`config.mk`:
```
export PLATFORM = sky130hd
export DESIGN_NAME = atr_isqrt
export DESIGN_NICKNAME = d
export VERILOG_FILES = /design/src/atr_pkg.sv /design/src/atr_isqrt.sv
export SDC_FILE = /design/constraint.sdc
export NUM_CORES = 2
export LEC_CHECK = 0
export BUFFER_PORTS_ARGS = -buffer_cell sky130_fd_sc_hd__buf_2
export CORE_MARGIN = 8
export CORE_UTILIZATION = 30
export DETAILED_ROUTE_END_ITERATION = 8
export PLACE_DENSITY_LB_ADDON = 0.15
export SLEW_MARGIN = 10
export SYNTH_ARGS = -nofsm -noshare
export SYNTH_HDL_FRONTEND = slang
export SYNTH_SLANG_ARGS = --single-unit
```
`constraint.sdc`:
```
create_clock -name clock -period 4.6 [get_ports clock]
set_input_delay 1.15 -clock clock [delete_from_list [all_inputs] [get_ports clock]]
set_output_delay 1.15 -clock clock [all_outputs]
set_load 0.02 [all_outputs]
```
`src/atr_pkg.sv`:
```
// shared constants, widths and tables for the accelerometer tilt block
package atr_pkg;

   localparam int CORDIC_STEPS = 16;
   localparam int SQRT_STEPS   = 25;

   localparam int AXIS_W  = 16;
   localparam int RECIP_W = 24;
   localparam int XS_W    = AXIS_W + RECIP_W + 1;
   localparam int XSN_W   = 26;
   localparam int SQ_W    = 49;
   localparam int ROOT_W  = SQRT_STEPS;
   localparam int REMR_W  = ROOT_W + 1;
   localparam int VEC_W   = 34;
   localparam int ANG_W   = 27;
   localparam int DEG_W   = 23;
   localparam int PROD_W  = ANG_W + DEG_W;
   localparam int SAT_W   = 18;

   localparam int PRAD_W = 15;
   localparam int RRAD_W = 16;
   localparam int PDEG_W = 15;
   localparam int RDEG_W = 16;

   localparam logic [RECIP_W-1:0]      RECIP_RESET = RECIP_W'(1024);
   localparam logic signed [ANG_W-1:0] ANG_HALF_PI = 27'sd26353589;
   localparam logic signed [DEG_W-1:0] DEG_PER_RAD = 23'sd3754936;

   localparam logic signed [SAT_W-1:0] PITCH_RAD_LIM = 18'sd12868;
   localparam logic signed [SAT_W-1:0] ROLL_RAD_LIM  = 18'sd25736;
   localparam logic signed [SAT_W-1:0] PITCH_DEG_LIM = 18'sd11520;
   localparam logic signed [SAT_W-1:0] ROLL_DEG_LIM  = 18'sd23040;

   // atan(2^-i) in q.24 radians
   localparam logic [23:0] ATAN_TAB [24] = '{
      24'd13176795, 24'd7778716, 24'd4110060, 24'd2086331, 24'd1047214, 24'd524117,
      24'd262123, 24'd131069, 24'd65536, 24'd32768, 24'd16384, 24'd8192,
      24'd4096, 24'd2048, 24'd1024, 24'd512, 24'd256, 24'd128,
      24'd64, 24'd32, 24'd16, 24'd8, 24'd4, 24'd2
   };

   // pipeline stage numbering
   localparam int ST_MUL   = 0;
   localparam int ST_SQ    = 1;
   localparam int ST_REM   = 2;
   localparam int ST_SQRT0 = 3;
   localparam int ST_ROT   = ST_SQRT0 + SQRT_STEPS;
   localparam int ST_CORD0 = ST_ROT + 1;
   localparam int ST_POSTA = ST_CORD0 + CORDIC_STEPS;
   localparam int ST_POSTB = ST_POSTA + 1;
   localparam int NUM_ST   = ST_POSTB + 1;

endpackage

```
`src/atr_isqrt.sv`:
```
// pipelined floor square root, one result bit per stage
module atr_isqrt (
   input  logic                          clock,
   input  logic [atr_pkg::SQRT_STEPS-1:0] stage_en,
   input  logic [atr_pkg::SQ_W-1:0]      radicand,
   output logic [atr_pkg::ROOT_W-1:0]    root
);
   import atr_pkg::*;

   localparam int VW = 2 * SQRT_STEPS;

   logic [VW-1:0]     val_ff  [SQRT_STEPS];
   logic [REMR_W-1:0] remr_ff [SQRT_STEPS];
   logic [ROOT_W-1:0] q_ff    [SQRT_STEPS];

   for (genvar i = 0; i < SQRT_STEPS; i++) begin : g_st
      logic [VW-1:0]     val_prev;
      logic [REMR_W-1:0] remr_prev;
      logic [ROOT_W-1:0] q_prev;
      logic [REMR_W+1:0] trial_r;
      logic [REMR_W+1:0] trial_t;
      logic              fits;

      if (i == 0) begin : g_first
         assign val_prev  = VW'(radicand);
         assign remr_prev = '0;
         assign q_prev    = '0;
      end else begin : g_next
         assign val_prev  = val_ff[i-1];
         assign remr_prev = remr_ff[i-1];
         assign q_prev    = q_ff[i-1];
      end

      // bring down the next two radicand bits and try root*4+1
      assign trial_r = {remr_prev, val_prev[VW-1 -: 2]};
      assign trial_t = (REMR_W+2)'({q_prev, 2'b01});
      assign fits    = trial_r >= trial_t;

      always_ff @(posedge clock) begin
         if (stage_en[i]) begin
            val_ff[i]  <= val_prev << 2;
            remr_ff[i] <= fits ? REMR_W'(trial_r - trial_t) : REMR_W'(trial_r);
            q_ff[i]    <= {q_prev[ROOT_W-2:0], fits};
         end
      end
   end

   assign root = q_ff[SQRT_STEPS-1];

endmodule

```
### Yosys cells after proc, flatten, opt, wreduce, memory -nomap -nowiden

Memories as Yosys holds them, arrays and structs flattened.
Index checks and enable logic that the tools add are counted.

* mux-type cells: 75
* add/sub/neg operators: 25
* order comparisons: 25

Operators with widths (count)
* >= comparator 28 x 27 -> 1 bit: 24
* 2-to-1 mux 26 bit: 25
* subtractor 26 bit: 24
* 2-to-1 mux 1 bit: 50
* subtractor 1 x 1 -> 2 bit (second input constant): 1
* >= comparator 1 bit (second input constant): 1

* output and inout port bits: 25
* register bits: 0
* logic and storage cells: 128
* bits of input ports: 75
* bits in writable memories: 2475
* memories: 3

Memories
* val_ff: depth 25, width 48, read ports 24, clocked after Yosys merged registers in 0, write ports 25, line atr_isqrt.sv:12 `logic [VW-1:0] val_ff [SQRT_STEPS];`
* remr_ff: depth 25, width 26, read ports 24, clocked after Yosys merged registers in 0, write ports 25, line atr_isqrt.sv:13 `logic [REMR_W-1:0] remr_ff [SQRT_STEPS];`
* q_ff: depth 25, width 25, read ports 25, clocked after Yosys merged registers in 0, write ports 25, line atr_isqrt.sv:14 `logic [ROOT_W-1:0] q_ff [SQRT_STEPS];`

### Logic depth before layout (Yosys ltp)

An unclocked memory read counts as a cell.

* depth in word-level cells: 3
* mapped depth: 14
* depth with buffers taken out: 11

### Least setup slack after synthesis

Ideal clock, no wire load.

* path kind: flip-flop to flip-flop
* start point: mem remr_ff[5][26] (netlist name)
* end point: mem remr_ff[5][60] (netlist name), data pin
* path buffers: 1
* cell stages (with the launch flop): 10
* data required time: 4340 ps
* slack: 1425 ps
* data arrival time: 2915 ps
* period minus slack after synthesis: 3175 ps
* library setup time: 260 ps
* path through: edfxtp_1 > ha_1 > nor2b_1 > o31a_1 > o31ai_1 > a21oi_1 > a31o_2 > a211oi_1 > clkbuf_1 > mux2_2

RTL lines (line)
* from (decl): atr_isqrt.sv:13

==> impl_metrics.tcl <==
set metrics [dict create \
    status "finished, final reports clean" \
    via_count 41000 \
    ir_drop_uv 383 \
    max_cap_viol_count 0 \
    swShare 0.279 \
    internal_power_w 0.0277 \
    p_seq_frac 0.480 \
    crit_buf_inv 1 \
    synth_edf_count 1509 \
    power.density_nw_per_um2 480 \
    tns_ps 0 \
    grt_pass1_vias 41053 \
    fp.dieH_um 500 \
    fp-row-count 177 \
    hold_viol_final 0 \
    cts_buffers 167 \
    drt-wirelength-per-cell_um 16.9 \
    avgSynthCellArea_um2 13.0 \
    p_clk_frac 0.342 \
    first_pass_iters 6 \
    tritoncts "yes" \
    finish.utilization 0.344 \
    final_max_slew_viol_count 0 \
    netlist_instances 5404 \
    wl_met3_mm 5.47 \
    cts_hold_buf 0 \
    fin_crit_ps 3890 \
    core_um2 233000 \
    final_nets 6047 \
    period_share 0.846 \
    power_w 0.0384 \
    ant_nets 0 \
    ys.flop_type "edfxtp_1" \
    grt_start_max_net_pins 73 \
    finClkSkew_ps 33.5 \
    synth_most_common_cell "edfxtp_1" \
    grt_usage 0.117 \
    clock-root-buffer "clkbuf_16" \
    ys_ff_latch 1509 \
    synth_cell_types 86 \
    start_util 0.302 \
    cts.repair.resized 0 \
    synth_top_area_frac 0.645 \
    ys_top_cells_by_count "edfxtp_1, inv_1, nand2_1, ha_1, o21ai_0" \
    htree_levels 4 \
    crit_family "compound AO/OA/AOI/OAI gates" \
    clock-sinks 1509 \
    post-cts-setup-buffers 0 \
    slowest_stage "a311oi_1" \
    clockBufferDepth 3 \
    clk_pin_slew_ps 60 \
    die_x_um 500 \
    post-dp-hpwl_mm 112 \
    synth_top_area_cell "edfxtp_1" \
    worst_path_largest_cell_delay_ps 700 \
    synth.cell_area_um2 70200 \
    async_flop_share 0 \
    power_leakage_nw 29.9 \
    syn_to_final_growth_pct 14.0 \
    worstPathArrival_ps 4420 \
    rsz0062_at_grt "no" \
    drtIter0Drc 2690 \
    gr-total-overflow 0 \
    synth_area_leaders "edfxtp_1, ha_1, xnor2_1" \
    fmax_mhz 257 \
    gp_congestion 0.812 \
    combPwrFrac 0.178 \
    drive_gt1_frac 0.0843 \
    drc 0 \
    drt_wl_total_mm 150 \
    top_layer "met5" \
    yosys_warnings 0 \
    ys_seq_area_frac 0.645 \
    grt_pass1_wl_mm 235 \
    wl_met1_mm 69.5 \
    route.met2.wl_mm 71.3 \
    io_pins 100 \
    relSlewSlack 0.224 \
    grt_antenna_before_repair 14 \
    synth_fp_nets 5829 \
    vias_per_cell 4.62 \
    worstPathMaxFanout 28 \
    crit_path_end_kind "flip-flop" \
    start_kind "flip-flop" \
    hp-class "flip-flop to flip-flop" \
    p_switching_w 0.0107 \
    io_buffers 99 \
    criticalPathCategory "flip-flop to flip-flop" \
    path_cells "ha_1 > a21oi_1 > nor3b_1 > a211oi_1 > a21o_1 > a311oi_1 > o211ai_1 > buf_4 > mux2_2" \
    clkLatencyLatePin_ps 800 \
    die_area_um2 250000 \
    final-setup-viol-count 0 \
    tightest_slew_ps 1160 \
    crit_required_ps 5130 \
]
==> worst paths after layout <==
check	startpoint	to	slack [ps]	depth (start not counted)
max	remr_ff[4][2]	remr_ff[4][30]	710	9
min	val_ff[0][75]	val_ff[0][125]	400	0
max reg2reg	remr_ff[4][2]	remr_ff[4][30]	710	9
min reg2reg	val_ff[0][75]	val_ff[0][125]	400	0
==> layer usage <==
metal,vias up,global-route usage
met1,19590,0.155
met2,663,0.199
met3,230,0.0200
li1,20515,-
met4,2,0.0324
met5,-,0
==> cell usage in the layout, fill, tap and decap left out, drive strengths merged, types with 17 or more instances in the layout <==
cell       n
ha       350
buf      152
mux2      35
nor2     286
o21ai    303
o21bai    23
and3      38
clkinv    67
nor4      79
o21a      74
a21oi    296
edfxtp  1509
nor4b     20
xor2     233
inv      452
and2      17
o31ai     41
a21o     118
nor2b     49
nand2b    51
nor3     140
or4       33
nand4     55
or2       32
o211ai    23
a211oi    31
nand3    113
xnor2    242
a31oi     34
or3       50
nand2    384
clkbuf   201
==> per-stage QoR <==
stage          std cells  worst slack (ps)  hold slack [ps]  cell area [µm²]
2_1_floorplan       5404              1420              400            70200
3_3_place_gp        8585               834              401            74700
5_1_grt             8883               403              407            80100
4_1_cts             8882               714              397            80100
3_5_place_dp        8585               743              405            74700
6_report            8884               706              401            80100
==> power groups by stage <==
stage	sequential [W]	clock (W)	combinational [W]
after CTS	0.0185	0.0137	0.00690
after floorplan	0.0181	0	0.00500
final	0.0184	0.0131	0.00684
after global routing	0.0186	0.0142	0.00772
after detailed placement	0.0187	0	0.00683
after global placement	0.0188	0	0.00684
==> sequential cells by signal, indices dropped and copies added, names as in the netlist <==
signal	count
val_ff	600
q_ff	325
remr_ff	584
==> worst register-to-register path, cell delays in order, from the launching register on <==
cell and delay (ps):
edfxtp_1 380, ha_1 380, a21oi_1 270, nor3b_1 370, a211oi_1 150, a21o_1 220, a311oi_1 700, o211ai_1 470
buf_4 380, mux2_2 320
==> logic make-up (layout without fill, tap and decap cells) <==
group                      Yosys count  count (layout)  synth area share
xor gates and xnor gates           475             475            0.0593
adders and majority gates          350             350            0.0624
and+or+nand+nor                   1398            1398            0.0999
muxes                               50              50           0.00775
DFF                               1509            1509             0.645
AOI/OAI and AO/OA                 1072            1072            0.0953
buffers and inverters              549             895            0.0300
other                                1               3         0.0000534
==> area by class of cell <==
cell class / count / area, µm²
Antenna cell: 2 / 5.00
Tap cell: 3132 / 3920
Timing Repair Buffer: 152 / 918
Sequential cell: 1509 / 45300
Clock inverter: 96 / 1090
Clock buffer: 201 / 4310
Multi-Input combinational cell: 3346 / 22800
Inverter: 446 / 1670
Fill cell: 22783 / 153000
Power figures use the tool's default switching activity.
