### src/atr_pkg.sv
// shared constants, widths and tables for the accelerometer tilt block
package atr_pkg;

   localparam int CORDIC_STEPS = 16;
   localparam int SQRT_STEPS   = 25;

   localparam int AXIS_W  = 16;
   localparam int RECIP_W = 24;
   localparam int XS_W    = AXIS_W + RECIP_W + 1;
   localparam int XSN_W   = 26;
   localparam int SQ_W    = 49;
   localparam int ROOT_W  = SQRT_STEPS;
   localparam int REMR_W  = ROOT_W + 1;
   localparam int VEC_W   = 34;
   localparam int ANG_W   = 27;
   localparam int DEG_W   = 23;
   localparam int PROD_W  = ANG_W + DEG_W;
   localparam int SAT_W   = 18;

   localparam int PRAD_W = 15;
   localparam int RRAD_W = 16;
   localparam int PDEG_W = 15;
   localparam int RDEG_W = 16;

   localparam logic [RECIP_W-1:0]      RECIP_RESET = RECIP_W'(1024);
   localparam logic signed [ANG_W-1:0] ANG_HALF_PI = 27'sd26353589;
   localparam logic signed [DEG_W-1:0] DEG_PER_RAD = 23'sd3754936;

   localparam logic signed [SAT_W-1:0] PITCH_RAD_LIM = 18'sd12868;
   localparam logic signed [SAT_W-1:0] ROLL_RAD_LIM  = 18'sd25736;
   localparam logic signed [SAT_W-1:0] PITCH_DEG_LIM = 18'sd11520;
   localparam logic signed [SAT_W-1:0] ROLL_DEG_LIM  = 18'sd23040;

   // atan(2^-i) in q.24 radians
   localparam logic [23:0] ATAN_TAB [24] = '{
      24'd13176795, 24'd7778716, 24'd4110060, 24'd2086331, 24'd1047214, 24'd524117,
      24'd262123, 24'd131069, 24'd65536, 24'd32768, 24'd16384, 24'd8192,
      24'd4096, 24'd2048, 24'd1024, 24'd512, 24'd256, 24'd128,
      24'd64, 24'd32, 24'd16, 24'd8, 24'd4, 24'd2
   };

   // pipeline stage numbering
   localparam int ST_MUL   = 0;
   localparam int ST_SQ    = 1;
   localparam int ST_REM   = 2;
   localparam int ST_SQRT0 = 3;
   localparam int ST_ROT   = ST_SQRT0 + SQRT_STEPS;
   localparam int ST_CORD0 = ST_ROT + 1;
   localparam int ST_POSTA = ST_CORD0 + CORDIC_STEPS;
   localparam int ST_POSTB = ST_POSTA + 1;
   localparam int NUM_ST   = ST_POSTB + 1;

endpackage

### src/atr_cordic.sv
// vectoring cordic arctangent, one micro-rotation per stage
module atr_cordic (
   input  logic                                  clock,
   input  logic [atr_pkg::CORDIC_STEPS-1:0]      stage_en,
   input  logic signed [atr_pkg::VEC_W-1:0]      x_in,
   input  logic signed [atr_pkg::VEC_W-1:0]      y_in,
   input  logic signed [atr_pkg::ANG_W-1:0]      ang_in,
   output logic signed [atr_pkg::ANG_W-1:0]      ang_out
);
   import atr_pkg::*;

   logic signed [VEC_W-1:0] x_ff [CORDIC_STEPS];
   logic signed [VEC_W-1:0] y_ff [CORDIC_STEPS];
   logic signed [ANG_W-1:0] a_ff [CORDIC_STEPS];

   for (genvar i = 0; i < CORDIC_STEPS; i++) begin : g_st
      logic signed [VEC_W-1:0] x_prev;
      logic signed [VEC_W-1:0] y_prev;
      logic signed [ANG_W-1:0] a_prev;
      logic signed [VEC_W-1:0] dx;
      logic signed [VEC_W-1:0] dy;
      logic signed [ANG_W-1:0] step_ang;

      if (i == 0) begin : g_first
         assign x_prev = x_in;
         assign y_prev = y_in;
         assign a_prev = ang_in;
      end else begin : g_next
         assign x_prev = x_ff[i-1];
         assign y_prev = y_ff[i-1];
         assign a_prev = a_ff[i-1];
      end

      assign dx       = y_prev >>> i;
      assign dy       = x_prev >>> i;
      assign step_ang = $signed(ANG_W'(ATAN_TAB[i]));

      // rotate toward the x axis; zero y counts as not above
      always_ff @(posedge clock) begin
         if (stage_en[i]) begin
            if (y_prev > 0) begin
               x_ff[i] <= x_prev + dx;
               y_ff[i] <= y_prev - dy;
               a_ff[i] <= a_prev + step_ang;
            end else begin
               x_ff[i] <= x_prev - dx;
               y_ff[i] <= y_prev + dy;
               a_ff[i] <= a_prev - step_ang;
            end
         end
      end
   end

   assign ang_out = a_ff[CORDIC_STEPS-1];

endmodule

### config.mk
export PLATFORM = sky130hd
export DESIGN_NAME = atr_cordic
export DESIGN_NICKNAME = d
export VERILOG_FILES = /design/src/atr_pkg.sv /design/src/atr_cordic.sv
export SDC_FILE = /design/constraint.sdc
export NUM_CORES = 2
export LEC_CHECK = 0
export BUFFER_PORTS_ARGS = -buffer_cell sky130_fd_sc_hd__buf_2
export CORE_MARGIN = 4
export CORE_UTILIZATION = 45
export DETAILED_ROUTE_END_ITERATION = 10
export PLACE_DENSITY = 0.68
export SETUP_SLACK_MARGIN = 0.05
export SLEW_MARGIN = 40
export SYNTH_ARGS = -nofsm -noshare
export SYNTH_HDL_FRONTEND = slang
export SYNTH_SLANG_ARGS = --single-unit
### constraint.sdc
create_clock -name clock -period 14.16 [get_ports clock]
set_clock_uncertainty 0.05 [all_clocks]
set_input_delay 2.832 -clock clock [delete_from_list [all_inputs] [get_ports clock]]
set_output_delay 2.832 -clock clock [all_outputs]
set_load 0.02 [all_outputs]
* Yosys cells after proc, flatten, opt, wreduce, memory -nomap -nowiden *
Memories as Yosys holds them, arrays and structs flattened.
Cells that the tools add are included.

storage, ports and cells
  register bits = 0
  latch bits = 0
  RAM bits = 1520
  memory bits (read-only) = 0
  bits of input ports = 112
  output and inout bits = 27
  logic and storage cells = 306
  memories kept = 3

memory list
  memory  depth  width  rd ports  clocked after Yosys merged registers in  write ports  line              source
  x_ff    16     34     15        0                                        16           atr_cordic.sv:12  logic signed [VEC_W-1:0] x_ff [CORDIC_STEPS];
  y_ff    16     34     15        0                                        16           atr_cordic.sv:13  logic signed [VEC_W-1:0] y_ff [CORDIC_STEPS];
  a_ff    16     27     16        0                                        16           atr_cordic.sv:14  logic signed [ANG_W-1:0] a_ff [CORDIC_STEPS];

operators by class
  add/sub/neg operators = 95
  $mul = 0
  div/mod/pow operators = 0
  order comparisons = 16
  equal/unequal tests = 0
  shifts and indexed selects = 0
  multiplexer cells = 144
  bitwise logic cells = 48
  reduce and logical (&&, ||, !) cells = 0

operator list
  kind                                                                               number
  34-bit 2-to-1 mux                                                                  32
  34-bit by 1-bit greater-than comparator with 1-bit output (second input constant)  16
  27-bit 2-to-1 mux                                                                  16
  1-bit 2-to-1 mux                                                                   96
  34-bit by 19-bit adder with 34-bit output                                          2
  34-bit by 20-bit adder with 34-bit output                                          2
  34-bit by 21-bit adder with 34-bit output                                          2
  34-bit by 22-bit adder with 34-bit output                                          2
  34-bit by 23-bit adder with 34-bit output                                          2
  34-bit by 24-bit adder with 34-bit output                                          2
  34-bit by 25-bit adder with 34-bit output                                          2
  34-bit by 26-bit adder with 34-bit output                                          2
  34-bit by 27-bit adder with 34-bit output                                          2
  34-bit by 28-bit adder with 34-bit output                                          2
  34-bit by 29-bit adder with 34-bit output                                          2
  34-bit by 30-bit adder with 34-bit output                                          2
  34-bit by 31-bit adder with 34-bit output                                          2
  34-bit by 32-bit adder with 34-bit output                                          2
  34-bit by 33-bit adder with 34-bit output                                          2
  34-bit by 19-bit subtractor with 34-bit output                                     2
  34-bit by 20-bit subtractor with 34-bit output                                     2
  34-bit by 21-bit subtractor with 34-bit output                                     2
  34-bit by 22-bit subtractor with 34-bit output                                     2
  34-bit by 23-bit subtractor with 34-bit output                                     2
  43 further kinds                                                                   103

* Longest topological paths before layout *
An unclocked memory read counts as a cell.

  word-level depth = 6
  mapped depth = 27
  gate-level depth less buffers = 25

* Least setup slack after synthesis *
No wires, ideal clock.

  kind = input to register
  start = input port stage_en[7] (netlist bit)
  end = memory x_ff[7][33], in the netlist x_ff[0][271] (data pin)
  setup time = 0.263 ns
  arrival = 6.722 ns
  data required time = 13.847 ns
  setup slack = 7.125 ns
  cell stages on the path = 16
  buffers on the path = 1
  path through = o21ai_1 clkbuf_1 nand2_1 xor2_1 ha_1 or3_1 a311o_1 a21oi_2 a31oi_1 a221o_1 a2111o_1 a31oi_1 o21ai_1 and2_4 o41ai_4 xnor2_1

RTL lines
  item             line              source
  start, declared  atr_cordic.sv:4   input logic [atr_pkg::CORDIC_STEPS-1:0] stage_en,
  end, declared    atr_cordic.sv:12

==> metrics.yaml <==
initial_core_util_pct: 45.22
syn_avg_cell_area_um2: 9.586
synth_top_family_by_area: "compound AO/OA/AOI/OAI gates"
reg2reg_from: "y_ff[0][12]"
syn_inst: 12250
crit_path_start_kind: "primary input"
cts.clk_slew.worst_paths_ps: 60
synthesis.nets: 13720
cts.sinks: 1403
cts_root_buffer: "clkbuf_16"
synth-compound-area-share_pct: 19.74
end_kind: "flip-flop"
grt_pass1_vias: 86050
finalHoldViolations: 0
muxShareOfSynthArea_pct: 0.4763
mostFrequentLayoutCells: "edfxtp_1, ha_1, a21oi_1, xnor2_1, nor2_1"
dp_hpwl_mm: 230.6
ys_ff_latch: 1403
max_freq_mhz: 126.2
grt.total_usage_pct: 20.49
clockBufferDepth: 4
yosys_warnings: 0
cts.htree.levels: 4
syn_area_um2: 117400
path_class: "in2reg"
drt_iter0_markers: 5379
die_y_um: 518.8
antenna_found_initial: 9
place_ws_ps: 5489
synthFlopType: "edfxtp_1"
finalMaxSlewViolations: 0
tightest_slew_ps: 879.5
rsz0062_at_grt: "no"
drive_gt1_share_pct: 5.074
grt-ovfl-total: 0
dieArea_um2: 269200
maxCapViolations: 0
setup_viol: 0
nNetsFinal: 13860
crit_fanout: 49
drc: 0
arrival_ps: 8440
min_period_ps: 7922
fin_crit_sh_pct: 55.95
cts_resized: 0
grt_pass1_wl_mm: 455.2
fin_setup_tns_ps: 0
post-route-util_pct: 49.18
ant_nets: 0
ys_seq_area_share_pct: 35.88
synth.distinct_cells: 99
core_area_um2: 259700
wl_per_cell_um: 17.95
die_w_um: 518.8
yosys.area_share.simple_pct: 12.99
synth_adder_area_share_pct: 14.75
synth_edf_count: 1403
postCtsHoldBufs: 0
vias: 89810
clock_latency_ps: 860
status: "finished clean"
synth_xor_area_share_pct: 13.30
async_flop_share_pct: 0
min-delay-start: "a_ff[1][111]"
hold_class: "reg2reg"
cts_buffers: 170
first_pass_iters: 6
postCtsSetupRepairBufs: 0
ios: 139
cts_tree: "yes"
rows: 187
final_common_cell: "edfxtp_1"
holdWs_ps: 363.5
crit_start: "stage_en[6]"
grt_max_degree: 77
fin_ws_ps: 6238
io_buffers: 138
drt_wl_total_mm: 285.8
required_ps: 14680
slew_headroom_pct: 40.92
vias_per_cell: 5.640
gp_congestion: 0.9429
area_growth_syn_to_layout_pct: 8.774
-- Yosys cell counts (all sizes together), types with 15 or more instances --
| library cell | n | share of area (%) |
|---|---|---|
| o221ai | 18 | 0.13 |
| a211o | 20 | 0.15 |
| and3 | 78 | 0.42 |
| a211oi | 83 | 0.53 |
| o31a | 24 | 0.18 |
| or4 | 56 | 0.38 |
| edfxtp | 1403 | 36 |
| a41oi | 15 | 0.11 |
| nand3 | 177 | 0.75 |
| ha | 1312 | 14 |
| nand4 | 83 | 0.44 |
| nor3 | 271 | 1.2 |
| or3 | 105 | 0.58 |
| o31ai | 168 | 1.1 |
| o21ai | 762 | 3.2 |
| o21bai | 166 | 1.1 |
| mux2 | 23 | 0.22 |
| and4 | 26 | 0.19 |
| inv | 634 | 2.0 |
| nor3b | 25 | 0.16 |
| o21a | 154 | 0.98 |
| nor4 | 113 | 0.68 |
| a221o | 24 | 0.20 |
| nand3b | 17 | 0.11 |
| mux2i | 30 | 0.26 |
| a21oi | 1197 | 5.1 |
| xnor2 | 1179 | 8.8 |
| or2 | 58 | 0.31 |
| xor2 | 604 | 4.5 |
| a21boi | 55 | 0.35 |
| nand2b | 229 | 1.2 |
| nor2 | 927 | 3.0 |
| a2111oi | 20 | 0.15 |
| o211ai | 34 | 0.22 |
| clkbuf | 163 | 0.52 |
| a31oi | 90 | 0.48 |
| nor2b | 174 | 0.93 |
| fa | 45 | 0.77 |
| buf | 64 | 0.31 |
| nand2 | 711 | 2.3 |
| and2 | 46 | 0.25 |
| o41ai | 74 | 0.58 |
| a31o | 23 | 0.17 |
| a21o | 587 | 3.8 |
| o2111ai | 16 | 0.12 |
-- cell type report --
| cell class | instances | area [um2] |
|---|---|---|
| inverters | 640 | 2402 |
| multi-input cells | 9980 | 72070 |
| repair buffers | 194 | 1205 |
| clock inverters | 108 | 1304 |
| fillers | 24080 | 132000 |
| well taps | 3402 | 4257 |
| diodes | 6 | 15.01 |
| clock buffers | 191 | 4354 |
| flip-flops and latches | 1403 | 42130 |
-- sequential cells by signal, summed over array words and instances (netlist names) --
name / cells
x_ff: 461
y_ff: 510
a_ff: 432
-- per-stage QoR --
step                instance area, um2  std cells
floorplan                       117400      12250
global placement                121900      15620
detailed placement              122000      15620
CTS                             127600      15920
global route                    127700      15920
finish                          127700      15920
-- metal layers --
metal / vias to the layer above / global-route usage (%) / part of all wire [%]
met4: 8 / 7.395 / 3.8
met2: 1987 / 37.56 / 50
met5: - / 0 / 0.013
met3: 551 / 2.424 / 4.4
li1: 45430 / - / -
met1: 41840 / 24.54 / 41
-- critical path, stage by stage --
cell      delay, ps
buf_4           470
nand4_1         270
nor2_4          200
a21oi_4          30
buf_4           260
buf_4           280
inv_2           540
nor2_1          120
xnor2_1         160
ha_1            320
o21a_1          130
o21ai_0         220
a21oi_1         130
o211ai_1        320
a31oi_1         210
o21ai_0         720
nand2_1         200
a21oi_1         320
nor2_1           70
or3_1           300
a22o_1          200
-- path summary, 6_finish.rpt --
kind / depth (start not counted) / end / slack (ps)
setup reg to reg: 22 / x_ff[0][66] / 6510
setup / recovery: 21 / x_ff[0][231] / 6240
hold reg to reg: 0 / a_ff[1][138] / 360
hold / removal: 0 / a_ff[1][138] / 360
-- logic make-up after synthesis --
logic type	after synthesis
DFF	1403
and+or+nand+nor	3115
buffers and inverters	867
muxes	53
adders and majority gates	1357
AOI/OAI and AO/OA	3672
xor gates and xnor gates	1783
Power is not shown: default switching activity piles up to over one toggle a cycle in this logic, so the estimate is an artifact.
